`src/hw/rtl/hvpe_pkg.sv`:
```
`default_nettype none

package hvpe_pkg;

  localparam int unsigned HVPE_QUEUE_DEPTH = 2;

  // operation codes carried on func
  localparam logic [4:0] OP_TICK         = 5'd0;
  localparam logic [4:0] OP_SIG_READ     = 5'd1;
  localparam logic [4:0] OP_RD_LFUSE     = 5'd2;
  localparam logic [4:0] OP_RD_HFUSE     = 5'd3;
  localparam logic [4:0] OP_RD_EFUSE     = 5'd4;
  localparam logic [4:0] OP_RD_LOCK      = 5'd5;
  localparam logic [4:0] OP_WR_LFUSE     = 5'd6;
  localparam logic [4:0] OP_WR_HFUSE     = 5'd7;
  localparam logic [4:0] OP_WR_EFUSE     = 5'd8;
  localparam logic [4:0] OP_WR_LOCK      = 5'd9;
  localparam logic [4:0] OP_ERASE        = 5'd10;
  localparam logic [4:0] OP_MODE_WR_FL   = 5'd11;
  localparam logic [4:0] OP_MODE_RD_FL   = 5'd12;
  localparam logic [4:0] OP_MODE_WR_EE   = 5'd13;
  localparam logic [4:0] OP_MODE_RD_EE   = 5'd14;
  localparam logic [4:0] OP_LOAD_FL_LO   = 5'd15;
  localparam logic [4:0] OP_LOAD_FL_HI   = 5'd16;
  localparam logic [4:0] OP_RD_FL_LO     = 5'd17;
  localparam logic [4:0] OP_RD_FL_HI     = 5'd18;
  localparam logic [4:0] OP_WR_FL_PAGE   = 5'd19;
  localparam logic [4:0] OP_LOAD_EE      = 5'd20;
  localparam logic [4:0] OP_WR_EE_PAGE   = 5'd21;

  // instruction bytes on sii
  localparam logic [7:0] INS_CMD     = 8'h4C;
  localparam logic [7:0] INS_ALO     = 8'h0C;
  localparam logic [7:0] INS_AHI     = 8'h1C;
  localparam logic [7:0] INS_DLO     = 8'h2C;
  localparam logic [7:0] INS_DHI     = 8'h3C;
  localparam logic [7:0] INS_PLS_LO  = 8'h64;
  localparam logic [7:0] INS_END_LO  = 8'h6C;
  localparam logic [7:0] INS_PLS_HI  = 8'h74;
  localparam logic [7:0] INS_END_HI  = 8'h7C;
  localparam logic [7:0] INS_PLS_EX  = 8'h66;
  localparam logic [7:0] INS_END_EX  = 8'h6E;
  localparam logic [7:0] INS_RD_LO   = 8'h68;
  localparam logic [7:0] INS_RD_HI   = 8'h78;
  localparam logic [7:0] INS_RD_HF   = 8'h7A;
  localparam logic [7:0] INS_END_HF  = 8'h7E;
  localparam logic [7:0] INS_RD_EX   = 8'h6A;
  localparam logic [7:0] INS_PAGE_HI = 8'h7D;
  localparam logic [7:0] INS_PAGE_EE = 8'h6D;

  // command bytes on sdi
  localparam logic [7:0] CMD_SIG     = 8'h08;
  localparam logic [7:0] CMD_RD_FUSE = 8'h04;
  localparam logic [7:0] CMD_WR_FUSE = 8'h40;
  localparam logic [7:0] CMD_WR_LOCK = 8'h20;
  localparam logic [7:0] CMD_ERASE   = 8'h80;
  localparam logic [7:0] CMD_WR_FL   = 8'h10;
  localparam logic [7:0] CMD_RD_FL   = 8'h02;
  localparam logic [7:0] CMD_WR_EE   = 8'h11;
  localparam logic [7:0] CMD_RD_EE   = 8'h03;

  localparam logic [2:0] NO_READ = 3'd7;

  // slot numbering inside a frame
  localparam logic [3:0] SLOT_IDLE     = 4'd0;
  localparam logic [3:0] SLOT_FIRST    = 4'd1;
  localparam logic [3:0] SLOT_LAST_BIT = 4'd8;
  localparam logic [3:0] SLOT_STOP1    = 4'd9;
  localparam logic [3:0] SLOT_STOP2    = 4'd10;

  typedef enum logic [1:0] {
    KIND_TICK,
    KIND_START,
    KIND_UNKNOWN
  } item_kind_e;

  typedef enum logic [2:0] {
    SRC_CONST,
    SRC_HELD,
    SRC_ALO,
    SRC_AHI,
    SRC_PAGE
  } data_sel_e;

  typedef struct packed {
    data_sel_e  sel;
    logic [7:0] value;
  } data_src_t;

  typedef struct packed {
    item_kind_e  kind;
    logic [4:0]  op;
    logic [15:0] address;
    logic [7:0]  held;
    logic        sdo;
  } item_t;

  typedef struct packed {
    logic       sci_pulse;
    logic       sdi;
    logic       sii;
    logic       busy_res;
    logic       done_res;
    logic [7:0] read_value;
    logic       rejected;
  } result_t;

  function automatic logic [2:0] frame_total(input logic [4:0] op);
    logic [2:0] n;
    case (op)
      OP_SIG_READ, OP_WR_LFUSE, OP_WR_HFUSE, OP_WR_EFUSE, OP_WR_LOCK,
      OP_RD_FL_LO, OP_RD_FL_HI:                               n = 3'd4;
      OP_RD_LFUSE, OP_RD_HFUSE, OP_RD_EFUSE, OP_RD_LOCK, OP_ERASE,
      OP_LOAD_FL_HI, OP_WR_FL_PAGE:                           n = 3'd3;
      OP_MODE_WR_FL, OP_MODE_RD_FL, OP_MODE_WR_EE, OP_MODE_RD_EE: n = 3'd1;
      OP_LOAD_FL_LO, OP_WR_EE_PAGE:                           n = 3'd2;
      OP_LOAD_EE:                                             n = 3'd5;
      default:                                                n = 3'd0;
    endcase
    return n;
  endfunction

  function automatic logic [2:0] read_frame(input logic [4:0] op);
    logic [2:0] f;
    case (op)
      OP_SIG_READ, OP_RD_FL_LO:                            f = 3'd3;
      OP_RD_LFUSE, OP_RD_HFUSE, OP_RD_EFUSE, OP_RD_LOCK,
      OP_RD_FL_HI:                                         f = 3'd2;
      default:                                             f = NO_READ;
    endcase
    return f;
  endfunction

  function automatic data_src_t data_src(input logic [4:0] op, input logic [2:0] fr);
    data_src_t s;
    s = '{sel: SRC_CONST, value: 8'h00};
    case (op)
      OP_SIG_READ: begin
        if (fr == 3'd0) s.value = CMD_SIG;
        else if (fr == 3'd1) s.sel = SRC_HELD;
      end
      OP_RD_LFUSE, OP_RD_HFUSE, OP_RD_EFUSE, OP_RD_LOCK: begin
        if (fr == 3'd0) s.value = CMD_RD_FUSE;
      end
      OP_WR_LFUSE, OP_WR_HFUSE, OP_WR_EFUSE: begin
        if (fr == 3'd0) s.value = CMD_WR_FUSE;
        else if (fr == 3'd1) s.sel = SRC_HELD;
      end
      OP_WR_LOCK: begin
        if (fr == 3'd0) s.value = CMD_WR_LOCK;
        else if (fr == 3'd1) s.sel = SRC_HELD;
      end
      OP_ERASE:      if (fr == 3'd0) s.value = CMD_ERASE;
      OP_MODE_WR_FL: if (fr == 3'd0) s.value = CMD_WR_FL;
      OP_MODE_RD_FL: if (fr == 3'd0) s.value = CMD_RD_FL;
      OP_MODE_WR_EE: if (fr == 3'd0) s.value = CMD_WR_EE;
      OP_MODE_RD_EE: if (fr == 3'd0) s.value = CMD_RD_EE;
      OP_LOAD_FL_LO: begin
        if (fr == 3'd0) s.sel = SRC_ALO;
        else if (fr == 3'd1) s.sel = SRC_HELD;
      end
      OP_LOAD_FL_HI: if (fr == 3'd0) s.sel = SRC_HELD;
      OP_RD_FL_LO: begin
        if (fr == 3'd0) s.sel = SRC_ALO;
        else if (fr == 3'd1) s.sel = SRC_AHI;
      end
      OP_WR_FL_PAGE: if (fr == 3'd0) s.sel = SRC_PAGE;
      OP_LOAD_EE: begin
        if (fr == 3'd0) s.sel = SRC_ALO;
        else if (fr == 3'd1) s.sel = SRC_AHI;
        else if (fr == 3'd2) s.sel = SRC_HELD;
      end
      default: s = '{sel: SRC_CONST, value: 8'h00};
    endcase
    return s;
  endfunction

  function automatic logic [7:0] instr_byte(input logic [4:0] op, input logic [2:0] fr);
    logic [7:0] b;
    b = 8'h00;
    case (op)
      OP_SIG_READ: begin
        case (fr)
          3'd0: b = INS_CMD;
          3'd1: b = INS_ALO;
          3'd2: b = INS_RD_LO;
          3'd3: b = INS_END_LO;
          default: b = 8'h00;
        endcase
      end
      OP_RD_LFUSE: begin
        case (fr)
          3'd0: b = INS_CMD;
          3'd1: b = INS_RD_LO;
          3'd2: b = INS_END_LO;
          default: b = 8'h00;
        endcase
      end
      OP_RD_HFUSE: begin
        case (fr)
          3'd0: b = INS_CMD;
          3'd1: b = INS_RD_HF;
          3'd2: b = INS_END_HF;
          default: b = 8'h00;
        endcase
      end
      OP_RD_EFUSE: begin
        case (fr)
          3'd0: b = INS_CMD;
          3'd1: b = INS_RD_EX;
          3'd2: b = INS_END_EX;
          default: b = 8'h00;
        endcase
      end
      OP_RD_LOCK: begin
        case (fr)
          3'd0: b = INS_CMD;
          3'd1: b = INS_RD_HI;
          3'd2: b = INS_END_HI;
          default: b = 8'h00;
        endcase
      end
      OP_WR_LFUSE, OP_WR_LOCK: begin
        case (fr)
          3'd0: b = INS_CMD;
          3'd1: b = INS_DLO;
          3'd2: b = INS_PLS_LO;
          3'd3: b = INS_END_LO;
          default: b = 8'h00;
        endcase
      end
      OP_WR_HFUSE: begin
        case (fr)
          3'd0: b = INS_CMD;
          3'd1: b = INS_DLO;
          3'd2: b = INS_PLS_HI;
          3'd3: b = INS_END_HI;
          default: b = 8'h00;
        endcase
      end
      OP_WR_EFUSE: begin
        case (fr)
          3'd0: b = INS_CMD;
          3'd1: b = INS_DLO;
          3'd2: b = INS_PLS_EX;
          3'd3: b = INS_END_EX;
          default: b = 8'h00;
        endcase
      end
      OP_ERASE: begin
        case (fr)
          3'd0: b = INS_CMD;
          3'd1: b = INS_PLS_LO;
          3'd2: b = INS_END_LO;
          default: b = 8'h00;
        endcase
      end
      OP_MODE_WR_FL, OP_MODE_RD_FL, OP_MODE_WR_EE, OP_MODE_RD_EE: begin
        if (fr == 3'd0) b = INS_CMD;
      end
      OP_LOAD_FL_LO: begin
        case (fr)
          3'd0: b = INS_ALO;
          3'd1: b = INS_DLO;
          default: b = 8'h00;
        endcase
      end
      OP_LOAD_FL_HI: begin
        case (fr)
          3'd0: b = INS_DHI;
          3'd1: b = INS_PAGE_HI;
          3'd2: b = INS_END_HI;
          default: b = 8'h00;
        endcase
      end
      OP_RD_FL_LO: begin
        case (fr)
          3'd0: b = INS_ALO;
          3'd1: b = INS_AHI;
          3'd2: b = INS_RD_LO;
          3'd3: b = INS_END_LO;
          default: b = 8'h00;
        endcase
      end
      OP_RD_FL_HI: begin
        case (fr)
          3'd0: b = INS_END_LO;
          3'd1: b = INS_RD_HI;
          3'd2: b = INS_END_HI;
          3'd3: b = INS_END_HI;
          default: b = 8'h00;
        endcase
      end
      OP_WR_FL_PAGE: begin
        case (fr)
          3'd0: b = INS_AHI;
          3'd1: b = INS_PLS_LO;
          3'd2: b = INS_END_LO;
          default: b = 8'h00;
        endcase
      end
      OP_LOAD_EE: begin
        case (fr)
          3'd0: b = INS_ALO;
          3'd1: b = INS_AHI;
          3'd2: b = INS_DLO;
          3'd3: b = INS_PAGE_EE;
          3'd4: b = INS_END_LO;
          default: b = 8'h00;
        endcase
      end
      OP_WR_EE_PAGE: begin
        case (fr)
          3'd0: b = INS_PLS_LO;
          3'd1: b = INS_END_LO;
          default: b = 8'h00;
        endcase
      end
      default: b = 8'h00;
    endcase
    return b;
  endfunction

endpackage

`default_nettype wire

```
`src/hw/rtl/hvpe_if.sv`:
```
`default_nettype none

interface hvpe_req_if;
  logic        valid;
  logic        ready;
  logic [4:0]  func;
  logic [15:0] address;
  logic [7:0]  data_byte;
  logic [7:0]  sig_index;
  logic        sdo;

  modport source (output valid, func, address, data_byte, sig_index, sdo, input ready);
  modport sink   (input valid, func, address, data_byte, sig_index, sdo, output ready);
endinterface

interface hvpe_rsp_if;
  logic       valid;
  logic       ready;
  logic       sci_pulse;
  logic       sdi;
  logic       sii;
  logic       busy_res;
  logic       done_res;
  logic [7:0] read_value;
  logic       rejected;

  modport source (output valid, sci_pulse, sdi, sii, busy_res, done_res, read_value, rejected,
                  input ready);
  modport sink   (input valid, sci_pulse, sdi, sii, busy_res, done_res, read_value, rejected,
                  output ready);
endinterface

`default_nettype wire

```
`src/hw/rtl/hv_serial_programming_engine.sv`:
```
`default_nettype none

// channel | dir | handshake        | beat
// req_i   | in  | valid/ready      | func, address, data_byte, sig_index, sdo
// rsp_o   | out | valid/ready      | sci_pulse, sdi, sii, busy_res, done_res, read_value, rejected
//
// one beat in, one beat out; a beat can enter every cycle while req_i ready is high, and its
// result passes through the queue, then the result register
// the sequencer in the back end handles one beat per cycle, so the queue only fills on stalls
// reset clears the sequencer to idle and empties the queue and result register
// a stalled rsp_o backs up into the queue, then req_i ready drops

module hv_serial_programming_engine
  import hvpe_pkg::*;
#(
  parameter int unsigned QueueDepth = HVPE_QUEUE_DEPTH
) (
  input  wire        clk_i,
  input  wire        rst_ni,
  hvpe_req_if.sink   req_i,
  hvpe_rsp_if.source rsp_o
);

  logic  fr_valid, fr_ready;
  item_t fr_item;
  logic  bk_valid, bk_ready;
  item_t bk_item;

  hvpe_front u_front (
    .req_i        (req_i),
    .item_valid_o (fr_valid),
    .item_o       (fr_item),
    .item_ready_i (fr_ready)
  );

  hvpe_fifo #(
    .Depth (QueueDepth)
  ) u_fifo (
    .clk_i        (clk_i),
    .rst_ni       (rst_ni),
    .push_valid_i (fr_valid),
    .push_item_i  (fr_item),
    .push_ready_o (fr_ready),
    .pop_valid_o  (bk_valid),
    .pop_item_o   (bk_item),
    .pop_ready_i  (bk_ready)
  );

  hvpe_back u_back (
    .clk_i        (clk_i),
    .rst_ni       (rst_ni),
    .item_valid_i (bk_valid),
    .item_i       (bk_item),
    .item_ready_o (bk_ready),
    .rsp_o        (rsp_o)
  );

endmodule

`default_nettype wire

```
`src/hw/rtl/hvpe_front.sv`:
```
`default_nettype none

module hvpe_front
  import hvpe_pkg::*;
(
  hvpe_req_if.sink req_i,
  output logic     item_valid_o,
  output item_t    item_o,
  input  logic     item_ready_i
);

  item_kind_e kind;

  always_comb begin
    if (req_i.func == OP_TICK) begin
      kind = KIND_TICK;
    end else if (req_i.func > OP_WR_EE_PAGE) begin
      kind = KIND_UNKNOWN;
    end else begin
      kind = KIND_START;
    end
  end

  assign item_valid_o = req_i.valid;
  assign req_i.ready  = item_ready_i;

  // signature read sends its index where other ops send the data byte
  always_comb begin
    item_o.kind    = kind;
    item_o.op      = req_i.func;
    item_o.address = req_i.address;
    item_o.held    = (req_i.func == OP_SIG_READ) ? req_i.sig_index : req_i.data_byte;
    item_o.sdo     = req_i.sdo;
  end

endmodule

`default_nettype wire

```
`src/hw/rtl/hvpe_fifo.sv`:
```
`default_nettype none

module hvpe_fifo
  import hvpe_pkg::*;
#(
  parameter int unsigned Depth = HVPE_QUEUE_DEPTH
) (
  input  logic  clk_i,
  input  logic  rst_ni,
  input  logic  push_valid_i,
  input  item_t push_item_i,
  output logic  push_ready_o,
  output logic  pop_valid_o,
  output item_t pop_item_o,
  input  logic  pop_ready_i
);

  localparam int unsigned PtrW = (Depth > 1) ? $clog2(Depth) : 1;
  localparam int unsigned CntW = $clog2(Depth + 1);
  localparam logic [PtrW-1:0] LastPtr = PtrW'(Depth - 1);
  localparam logic [CntW-1:0] FullCnt = CntW'(Depth);

  item_t            mem_q [Depth];
  logic [PtrW-1:0]  wr_ptr_q, wr_ptr_d;
  logic [PtrW-1:0]  rd_ptr_q, rd_ptr_d;
  logic [CntW-1:0]  count_q, count_d;
  logic             push, pop;

  assign push_ready_o = (count_q != FullCnt);
  assign pop_valid_o  = (count_q != '0);
  assign pop_item_o   = mem_q[rd_ptr_q];
  assign push         = push_valid_i && push_ready_o;
  assign pop          = pop_valid_o && pop_ready_i;

  always_comb begin
    wr_ptr_d = wr_ptr_q;
    rd_ptr_d = rd_ptr_q;
    count_d  = count_q;
    if (push) begin
      wr_ptr_d = (wr_ptr_q == LastPtr) ? '0 : wr_ptr_q + 1'b1;
    end
    if (pop) begin
      rd_ptr_d = (rd_ptr_q == LastPtr) ? '0 : rd_ptr_q + 1'b1;
    end
    if (push && !pop) begin
      count_d = count_q + 1'b1;
    end else if (pop && !push) begin
      count_d = count_q - 1'b1;
    end
  end

  always_ff @(posedge clk_i or negedge rst_ni) begin
    if (!rst_ni) begin
      wr_ptr_q <= '0;
      rd_ptr_q <= '0;
      count_q  <= '0;
    end else begin
      wr_ptr_q <= wr_ptr_d;
      rd_ptr_q <= rd_ptr_d;
      count_q  <= count_d;
    end
  end

  always_ff @(posedge clk_i) begin
    if (push) begin
      mem_q[wr_ptr_q] <= push_item_i;
    end
  end

endmodule

`default_nettype wire

```
`src/hw/rtl/hvpe_back.sv`:
```
`default_nettype none

module hvpe_back
  import hvpe_pkg::*;
(
  input  logic       clk_i,
  input  logic       rst_ni,
  input  logic       item_valid_i,
  input  item_t      item_i,
  output logic       item_ready_o,
  hvpe_rsp_if.source rsp_o
);

  logic [4:0]  active_q, active_d;
  logic [2:0]  frame_q, frame_d;
  logic [3:0]  slot_q, slot_d;
  logic        wait_q, wait_d;
  logic [7:0]  cap_q, cap_d;
  logic [7:0]  held_q, held_d;
  logic [15:0] addr_q, addr_d;
  logic [7:0]  page_q, page_d;
  logic [7:0]  hold_q, hold_d;
  logic        out_valid_q, out_valid_d;
  result_t     out_q, out_d;

  logic        pop;
  result_t     res;
  data_src_t   src;
  logic [7:0]  data_b, instr_b, rd_byte;
  logic [2:0]  bit_idx, total, rd_frame;
  logic        last_frame;

  assign item_ready_o = !out_valid_q || rsp_o.ready;
  assign pop          = item_valid_i && item_ready_o;

  // frame lookups for the running op
  always_comb begin
    src      = data_src(active_q, frame_q);
    instr_b  = instr_byte(active_q, frame_q);
    total    = frame_total(active_q);
    rd_frame = read_frame(active_q);
    case (src.sel)
      SRC_HELD: data_b = held_q;
      SRC_ALO:  data_b = addr_q[7:0];
      SRC_AHI:  data_b = addr_q[15:8];
      SRC_PAGE: data_b = page_q;
      default:  data_b = src.value;
    endcase
    bit_idx    = 3'(SLOT_LAST_BIT - slot_q);
    last_frame = ({1'b0, frame_q} + 4'd1) >= {1'b0, total};
    rd_byte    = (frame_q == rd_frame) ? cap_q : hold_q;
  end

  always_comb begin
    active_d = active_q;
    frame_d  = frame_q;
    slot_d   = slot_q;
    wait_d   = wait_q;
    cap_d    = cap_q;
    held_d   = held_q;
    addr_d   = addr_q;
    page_d   = page_q;
    hold_d   = hold_q;
    res      = '0;
    if (pop) begin
      case (item_i.kind)
        KIND_START: begin
          res.busy_res = 1'b1;
          if (active_q != OP_TICK) begin
            res.rejected = 1'b1;
          end else begin
            active_d = item_i.op;
            frame_d  = '0;
            slot_d   = SLOT_IDLE;
            wait_d   = 1'b1;
            cap_d    = '0;
            held_d   = item_i.held;
            addr_d   = item_i.address;
            if (item_i.op == OP_LOAD_FL_LO) page_d = item_i.address[15:8];
          end
        end
        KIND_TICK: begin
          if (active_q == OP_TICK) begin
            res = '0;
          end else if (wait_q || slot_q == SLOT_IDLE) begin
            // hold off the start slot while the target pulls sdo low
            res.busy_res = 1'b1;
            if (item_i.sdo) begin
              wait_d        = 1'b0;
              slot_d        = SLOT_FIRST;
              res.sci_pulse = 1'b1;
            end
          end else if (slot_q <= SLOT_LAST_BIT) begin
            res.sci_pulse = 1'b1;
            res.busy_res  = 1'b1;
            res.sdi       = data_b[bit_idx];
            res.sii       = instr_b[bit_idx];
            if (item_i.sdo) cap_d[bit_idx] = 1'b1;
            slot_d = slot_q + 4'd1;
          end else if (slot_q == SLOT_STOP1) begin
            res.sci_pulse = 1'b1;
            res.busy_res  = 1'b1;
            slot_d        = SLOT_STOP2;
          end else begin
            res.sci_pulse = 1'b1;
            hold_d        = rd_byte;
            if (last_frame) begin
              res.done_res   = 1'b1;
              res.read_value = (rd_frame != NO_READ) ? rd_byte : 8'h00;
              active_d       = OP_TICK;
              frame_d        = '0;
              slot_d         = SLOT_IDLE;
              wait_d         = 1'b0;
            end else begin
              res.busy_res = 1'b1;
              frame_d      = frame_q + 3'd1;
              wait_d       = 1'b1;
              slot_d       = SLOT_IDLE;
              cap_d        = '0;
            end
          end
        end
        default: begin
          res.busy_res = (active_q != OP_TICK);
        end
      endcase
    end
  end

  always_comb begin
    out_valid_d = out_valid_q;
    out_d       = out_q;
    if (pop) begin
      out_valid_d = 1'b1;
      out_d       = res;
    end else if (rsp_o.ready) begin
      out_valid_d = 1'b0;
    end
  end

  always_ff @(posedge clk_i or negedge rst_ni) begin
    if (!rst_ni) begin
      active_q    <= OP_TICK;
      frame_q     <= '0;
      slot_q      <= SLOT_IDLE;
      wait_q      <= 1'b0;
      cap_q       <= '0;
      held_q      <= '0;
      addr_q      <= '0;
      page_q      <= '0;
      hold_q      <= '0;
      out_valid_q <= 1'b0;
    end else begin
      active_q    <= active_d;
      frame_q     <= frame_d;
      slot_q      <= slot_d;
      wait_q      <= wait_d;
      cap_q       <= cap_d;
      held_q      <= held_d;
      addr_q      <= addr_d;
      page_q      <= page_d;
      hold_q      <= hold_d;
      out_valid_q <= out_valid_d;
    end
  end

  always_ff @(posedge clk_i) begin
    out_q <= out_d;
  end

  assign rsp_o.valid      = out_valid_q;
  assign rsp_o.sci_pulse  = out_q.sci_pulse;
  assign rsp_o.sdi        = out_q.sdi;
  assign rsp_o.sii        = out_q.sii;
  assign rsp_o.busy_res   = out_q.busy_res;
  assign rsp_o.done_res   = out_q.done_res;
  assign rsp_o.read_value = out_q.read_value;
  assign rsp_o.rejected   = out_q.rejected;

endmodule

`default_nettype wire
```
`src/flat_wrapper.sv`:
```
// flat-port wrapper written by rule: the top's interface ports become plain ports
module hv_serial_programming_engine_flat import hvpe_pkg::*;
#(
  parameter int unsigned QueueDepth = HVPE_QUEUE_DEPTH
)
  (clk_i, rst_ni, req_i_valid, req_i_func, req_i_address, req_i_data_byte, req_i_sig_index, req_i_sdo, req_i_ready, rsp_o_valid, rsp_o_sci_pulse, rsp_o_sdi, rsp_o_sii, rsp_o_busy_res, rsp_o_done_res, rsp_o_read_value, rsp_o_rejected, rsp_o_ready);
  hvpe_req_if req_i_i ();
  hvpe_rsp_if rsp_o_i ();
  input  wire clk_i;
  input  wire rst_ni;
  input wire logic [$bits(req_i_i.valid)-1:0] req_i_valid;
  input wire logic [$bits(req_i_i.func)-1:0] req_i_func;
  input wire logic [$bits(req_i_i.address)-1:0] req_i_address;
  input wire logic [$bits(req_i_i.data_byte)-1:0] req_i_data_byte;
  input wire logic [$bits(req_i_i.sig_index)-1:0] req_i_sig_index;
  input wire logic [$bits(req_i_i.sdo)-1:0] req_i_sdo;
  output wire logic [$bits(req_i_i.ready)-1:0] req_i_ready;
  output wire logic [$bits(rsp_o_i.valid)-1:0] rsp_o_valid;
  output wire logic [$bits(rsp_o_i.sci_pulse)-1:0] rsp_o_sci_pulse;
  output wire logic [$bits(rsp_o_i.sdi)-1:0] rsp_o_sdi;
  output wire logic [$bits(rsp_o_i.sii)-1:0] rsp_o_sii;
  output wire logic [$bits(rsp_o_i.busy_res)-1:0] rsp_o_busy_res;
  output wire logic [$bits(rsp_o_i.done_res)-1:0] rsp_o_done_res;
  output wire logic [$bits(rsp_o_i.read_value)-1:0] rsp_o_read_value;
  output wire logic [$bits(rsp_o_i.rejected)-1:0] rsp_o_rejected;
  input wire logic [$bits(rsp_o_i.ready)-1:0] rsp_o_ready;
  assign req_i_i.valid = req_i_valid;
  assign req_i_i.func = req_i_func;
  assign req_i_i.address = req_i_address;
  assign req_i_i.data_byte = req_i_data_byte;
  assign req_i_i.sig_index = req_i_sig_index;
  assign req_i_i.sdo = req_i_sdo;
  assign req_i_ready = req_i_i.ready;
  assign rsp_o_valid = rsp_o_i.valid;
  assign rsp_o_sci_pulse = rsp_o_i.sci_pulse;
  assign rsp_o_sdi = rsp_o_i.sdi;
  assign rsp_o_sii = rsp_o_i.sii;
  assign rsp_o_busy_res = rsp_o_i.busy_res;
  assign rsp_o_done_res = rsp_o_i.done_res;
  assign rsp_o_read_value = rsp_o_i.read_value;
  assign rsp_o_rejected = rsp_o_i.rejected;
  assign rsp_o_i.ready = rsp_o_ready;
  hv_serial_programming_engine #(.QueueDepth(QueueDepth)) u_core (.clk_i(clk_i), .rst_ni(rst_ni), .req_i(req_i_i), .rsp_o(rsp_o_i));
endmodule
```
`config.mk`:
```
export PLATFORM = sky130hd
export DESIGN_NAME = hv_serial_programming_engine_flat
export DESIGN_NICKNAME = d
export VERILOG_FILES = /design/src/hw/rtl/hvpe_pkg.sv /design/src/hw/rtl/hvpe_if.sv /design/src/hw/rtl/hv_serial_programming_engine.sv /design/src/hw/rtl/hvpe_front.sv /design/src/hw/rtl/hvpe_fifo.sv /design/src/hw/rtl/hvpe_back.sv /design/src/flat_wrapper.sv
export SDC_FILE = /design/constraint.sdc
export NUM_CORES = 1
export LEC_CHECK = 0
export BUFFER_PORTS_ARGS = -buffer_cell sky130_fd_sc_hd__buf_2
export CAP_MARGIN = 0
export CORE_MARGIN = 4
export CORE_UTILIZATION = 55
export DETAILED_ROUTE_END_ITERATION = 10
export PLACE_DENSITY = 0.74
export SLEW_MARGIN = 15
export SYNTH_ARGS = -nofsm -noshare
export SYNTH_HDL_FRONTEND = slang
export SYNTH_SLANG_ARGS = --single-unit
```
`constraint.sdc`:
```
create_clock -name clk_i -period 5.4 [get_ports clk_i]
set_input_delay 0 -clock clk_i [delete_from_list [all_inputs] [get_ports clk_i]]
set_output_delay 0 -clock clk_i [all_outputs]
set_load 0.01 [all_outputs]
```
**After elaboration in Yosys (flattened, before gate mapping)**

Memories as Yosys holds them, arrays and structs flattened.
Index checks and enable logic that the tools add are counted.
W data, S select, Z words.

- Add/subtract/negate cells: 8
- Div/mod/pow operators: 0
- Equality and inequality tests: 48
- Bitwise logic cells: 9
- Multiplexer cells: 109
- Reduce and logical (&&, ||, !) cells: 40
- Shifts and indexed selects: 0
- $mul: 0
- Order comparisons: 5

Operators with widths:

| kind | number |
|---|---|
| $pmux W7 S3 | 8 |
| $pmux W7 S4 | 5 |
| $pmux W8 S17 | 1 |
| $mux W8 | 11 |
| $pmux W8 S9 | 1 |
| $eq A5 B4 Y1 const B | 9 |
| $mux W5 | 8 |
| $mux W9 | 4 |
| $pmux W7 S5 | 1 |
| $mux W3 | 11 |
| $pmux W8 S4 | 1 |
| $eq A5 B5 Y1 const B | 6 |
| $mux W4 | 7 |
| $mux W1 | 26 |
| $eq A5 B3 Y1 const B | 4 |
| $pmux W3 S6 | 1 |
| $mux W2 | 8 |
| $pmux W8 S2 | 1 |
| $reduce_and A8 Y1 | 2 |
| $ne A3 B3 Y1 const B | 5 |
| $reduce_or A5 Y1 | 3 |
| $mux W7 | 2 |
| $ne A2 B2 Y1 const B | 7 |
| $pmux W7 S2 | 1 |
| 50 further kinds | 86 |

- Memories: 2
- Bits in writable memories: 64
- Input bits: 42
- Bits in latches: 0
- Register bits: 80
- Bits in read-only memories: 96

Memories:

| name | words | bits a word | rd ports | clocked after Yosys merged registers in | wr ports | line | RTL |
|---|---|---|---|---|---|---|---|
| (name not given) | 32 | 3 | 1 | 0 | 0 | hvpe_pkg.sv:110 | `case (op)` |
| u_core.u_fifo.mem_q | 2 | 32 | 1 | 0 | 1 | hvpe_fifo.sv:23 | `item_t mem_q [Depth];` |

**Depth between registers and ports, before layout**

- Word-level depth: 12
- Gate-level depth with buffers: 15
- Mapped depth without buffers: 15

**Hierarchy**

A second synthesis with hierarchy kept.

- Cell total of the unflattened synthesis: 651
- Area total of the unflattened synthesis: 7892.6 um2

Modules (own cells, without submodules):

| module | times used | seq. area each (um2) | cells each | area an instance (um2) |
|---|---|---|---|---|
| hvpe_back | 1 | 1971.9 | 495 | 4880.9 |
| hvpe_fifo | 1 | 2021.9 | 118 | 2658.8 |
| hvpe_front | 1 | 0.0 | 38 | 352.8 |

**Worst setup path before layout**

Ideal clock, no wire load.

- Path type: flip-flop to flip-flop
- Start point: reg u_core.u_back.active_q[3]
- End point: reg u_core.u_back.wait_q
- Required time: 5320 ps
- Setup slack: 2410 ps
- Clock period less this slack: 2990 ps
- Stages on the path, launching flop included: 14
- Arrival time: 2910 ps
- Cells stage by stage: dfrtp_1 buf_2 clkbuf_1 buf_1 mux2i_1 o21ai_0 ha_1 nand2b_1 a21o_1 a211oi_1 o211a_1 o21ai_0 a21oi_1 o21bai_1

- Word-level cells in the longest chain between the ends: 8
- Elaborated cells between the ends (all ways): 13
- Classes of those cells: order compare: 1; eq/ne: 2; mux: 6; reduce/logical: 3; memory: 1

Ends and longest elaborated chain:

| what | line | RTL |
|---|---|---|
| from (decl) | hvpe_back.sv:14 | `logic [4:0] active_q, active_d;` |
| from (signal assigned) | hvpe_back.sv:154 | `active_q <= active_d;` |
| $mem_v2 Z32 W3 | -- |  |
| $ge A4 B3 Y1 | hvpe_back.sv:50 | `last_frame = ({1'b0, frame_q} + 4'd1) >= {1'b0, total};` |
| $mux W1 | hvpe_back.sv:107 | `if (last_frame) begin` |
| $mux W1 | hvpe_back.sv:100 | `end else if (slot_q == SLOT_STOP1) begin` |
| $mux W1 | hvpe_back.sv:93 | `end else if (slot_q <= SLOT_LAST_BIT) begin` |
| $mux W1 | hvpe_back.sv:85 | `end else if (wait_q \|\| slot_q == SLOT_IDLE) begin` |
| $mux W1 | hvpe_back.sv:83 | `if (active_q == OP_TICK) begin` |
| $pmux W1 S2 | hvpe_back.sv:66 | `case (item_i.kind)` |
| to (signal assigned) | hvpe_back.sv:157 | `wait_q <= wait_d;` |
| to (decl) | hvpe_back.sv:17 | `logic wait_q, wait_d;` |

Parallel ways exist; a longest one is shown, timed or not. The select of a mux whose other input is x is not followed.
A chain may end at the register's enable or synchronous reset.

**Worst setup path in the final report**

- Start point: reg u_core.u_back.active_q[2]
- End point: reg u_core.u_back.wait_q

Same word-level chain as after synthesis.

==> flow_summary.ini <==
[finish]
area_delta_synth_final_pct = 20.3
final_area_um2 = 8660
antenna_cells = 0
drive_above_1_share = 0.195
layout_common_cells = edfxtp_1 (78), dfrtp_1 (66), nor2_1 (63)
nets = 791
final_cells = 916
mostFrequentLayoutCell = edfxtp_1
nFillCells = 944
post-route-util = 0.680

[floorplan]
die_w_um = 122
floorplan.rows = 41
pin_count = 58
dieArea_um2 = 15000
core_area_um2 = 12700
die_h_um = 122
start_util = 0.565

[power_and_ir_drop]
seq_power_share = 0.385
internal_power_mw = 2.87
p_leak_nw = 3.53
switchingPower_mw = 1.69
powerDensity_nw_per_um2 = 527
comb_power_share = 0.359
switching_share = 0.371
power_mw = 4.56
ir_drop_mv = 0.468
pwr-share-clk = 0.256

[global_routing]
overflow = 0
grt_pass1_wl_mm = 29.4
grt_pass1_vias = 5508
grt_max_degree = 67
grtUsageTotal = 0.256
antenna_found_initial = 0

[timing]
slew_headroom = 0.339
holdWs_ns = 0.309
final-max-slew-violation-count = 0
fin_worst_skew_ns = 0.0108
max_freq_mhz = 262
fin_crit_ns = 3.81
max_slew.worst_pin.slew_ns = 0.966
setup_ws_ns = 1.59
tns_ns = 0
period_share = 0.706
rsz0062_at_grt = false
hold_viol_final = 0
setup_viol_count_final = 0

[routing]
drt_wl_total_mm = 18.0
routedWlPerCell_um = 19.7
drc_errors = 0
firstDrtPassIters = 5
ant_nets = 0
initialDrtViolationCount = 489
vias = 5461
via_per_inst = 5.96

[yosys]
ys_ff_latch = 144
synth_area_leaders = edfxtp_1 (33%), dfrtp_1 (23%), mux2_2 (6.7%)
synth_cells = 631
synth_edf_count = 78
synthFlopType = edfxtp_1
syn_nets = 691
synth_top_area_share = 0.326
synth_cell_types = 65
ys_warn_count = 0
ys_seq_area_frac = 0.555
syn_area_um2 = 7190
yosysTopAreaCell = edfxtp_1
ys_async_sr_fraction = 0.458
postSynthAreaPerCell_um2 = 11.4

[critical_path]
crit_arrival_ns = 4.14
max_stage_delay_ns = 0.77
reg2reg_from = u_core.u_back.active_q[2]
path_max_fanout = 25
crit_family = compound AO/OA/AOI/OAI gates
worst_ep_required_time_ns = 5.73
startpoint_type = flip-flop
rr_worst_depth = 12
cp_cell_sequence = clkinv_1 -> ha_1 -> mux2i_1 -> o21ai_0 -> ha_1 -> nand2b_1 -> a21o_1 -> a211oi_1 -> o211a_1 -> o21ai_0 -> a21oi_1 -> o21bai_1
endpoint_kind = flip-flop
r2r_setup_slack_ns = 1.59
cp-startpoint = u_core.u_back.active_q[2]
crit_type = reg2reg
critPathSlowestCell = dfrtp_1
r2r-end = u_core.u_back.wait_q
path_buf_inv = 1

[placed_design]
portBuffers = 57
placed_area_um2 = 7650
dp_hpwl_mm = 11.9
gp_congestion = 0.965
dp_slack_ns = 1.66
dp_cells = 843

[cts]
cts_root_buf = clkbuf_16
htree_levels = 4
clk_path_buf_depth = 2
cts_num_sinks = 144
cts.clk_slew.worst_paths_ns = 0.06
cts_tree = built
clock_latency_ns = 0.42
numCtsBuffers = 17

[worst_hold_path]
hold_path_class = in2async

[outcome]
status = completed

[flow_run]
drv_cap = 0
-- power by group through the flow --
stage / logic, mW / registers [mW] / clock network (mW)
floorplan: 1.19 / 1.66 / 0
global placement: 1.57 / 1.75 / 0
detailed placement: 1.58 / 1.77 / 0
CTS: 1.62 / 1.74 / 1.18
global route: 1.81 / 1.79 / 1.24
finish: 1.64 / 1.75 / 1.17
-- area by class of cell --
class                      instances  area, µm²  share of cell area
clock buffer                      24        462              0.0533
clock inverter                     8        130              0.0150
inverter                          16       60.1             0.00694
multi-input combinational        447       3050               0.352
sequential                       144       3990               0.461
tap                              172        215              0.0249
timing repair buffer             105        748              0.0864
-- registers in the layout, indices dropped and copies added (netlist names), 2 cells and up --
signal / flops
u_core.u_back.frame_q: 3
u_core.u_fifo.count_q: 2
u_core.u_back.page_q: 8
u_core.u_back.hold_q: 8
u_core.u_back.cap_q: 8
u_core.u_back.slot_q: 4
u_core.u_back.active_q: 5
u_core.u_back.addr_q: 16
u_core.u_back.held_q: 8
u_core.u_fifo.mem_q: 64
u_core.u_back.rsp_o.read_value: 8
-- cell families (layout without fill, tap and decap cells) --
family / after synthesis / count (layout) / synth area share
AO/OA/AOI/OAI: 148 / 148 / 0.133
adder cells (fa/ha/maj): 18 / 18 / 0.0313
flip-flops: 144 / 144 / 0.555
buffers and inverters: 40 / 153 / 0.0216
XOR/XNOR: 8 / 8 / 0.00974
AND/OR/NAND/NOR: 192 / 192 / 0.129
multiplexers: 81 / 81 / 0.120
-- what timing repair did --
item,in CTS,in global routing
hold endpoints to repair,130,0
buffers inserted,0,0
hold buffers,41,0
resized for setup,0,0
-- worst max-delay path by stage --
stage / end / depth (start not counted)
finish: u_core.u_back.wait_q / 12
global route: u_core.u_back.wait_q / 12
CTS: u_core.u_back.wait_q / 12
detailed placement: u_core.u_back.wait_q / 12
global placement: u_core.u_back.wait_q / 12
floorplan: u_core.u_back.wait_q / 13
-- worst min-delay path: cells and delay by family --
kind	cells	cell delay, ns
buffers and inverters	3	1.24
-- routing by layer --
layer / routed length (µm) / global-route usage / up-vias
met5: 0 / 0 / -
met2: 9280 / 0.436 / 192
met1: 7440 / 0.323 / 2683
met4: 421 / 0.0980 / 0
met3: 866 / 0.0516 / 35
li1: - / - / 2551
-- cell usage after synthesis, types with 3 or more instances --
cell type	n
nor2_1	64
ha_1	18
a31oi_1	7
or2_2	3
nand2b_1	16
edfxtp_1	78
a31o_2	3
inv_1	14
o2111ai_1	3
o211ai_1	7
nor3b_1	3
nor3_1	10
mux2_2	43
mux2i_1	38
and2_1	5
buf_2	4
a32oi_1	3
o21ai_0	45
and3_1	3
nand4_1	3
nand2_1	47
dfrtp_1	66
clkbuf_1	19
xnor2_1	5
nor4_1	5
nand3_1	16
a221oi_1	7
a21oi_1	37
nor2b_1	7
xor2_1	3
a211oi_1	3
Power figures use the tool's default switching activity.
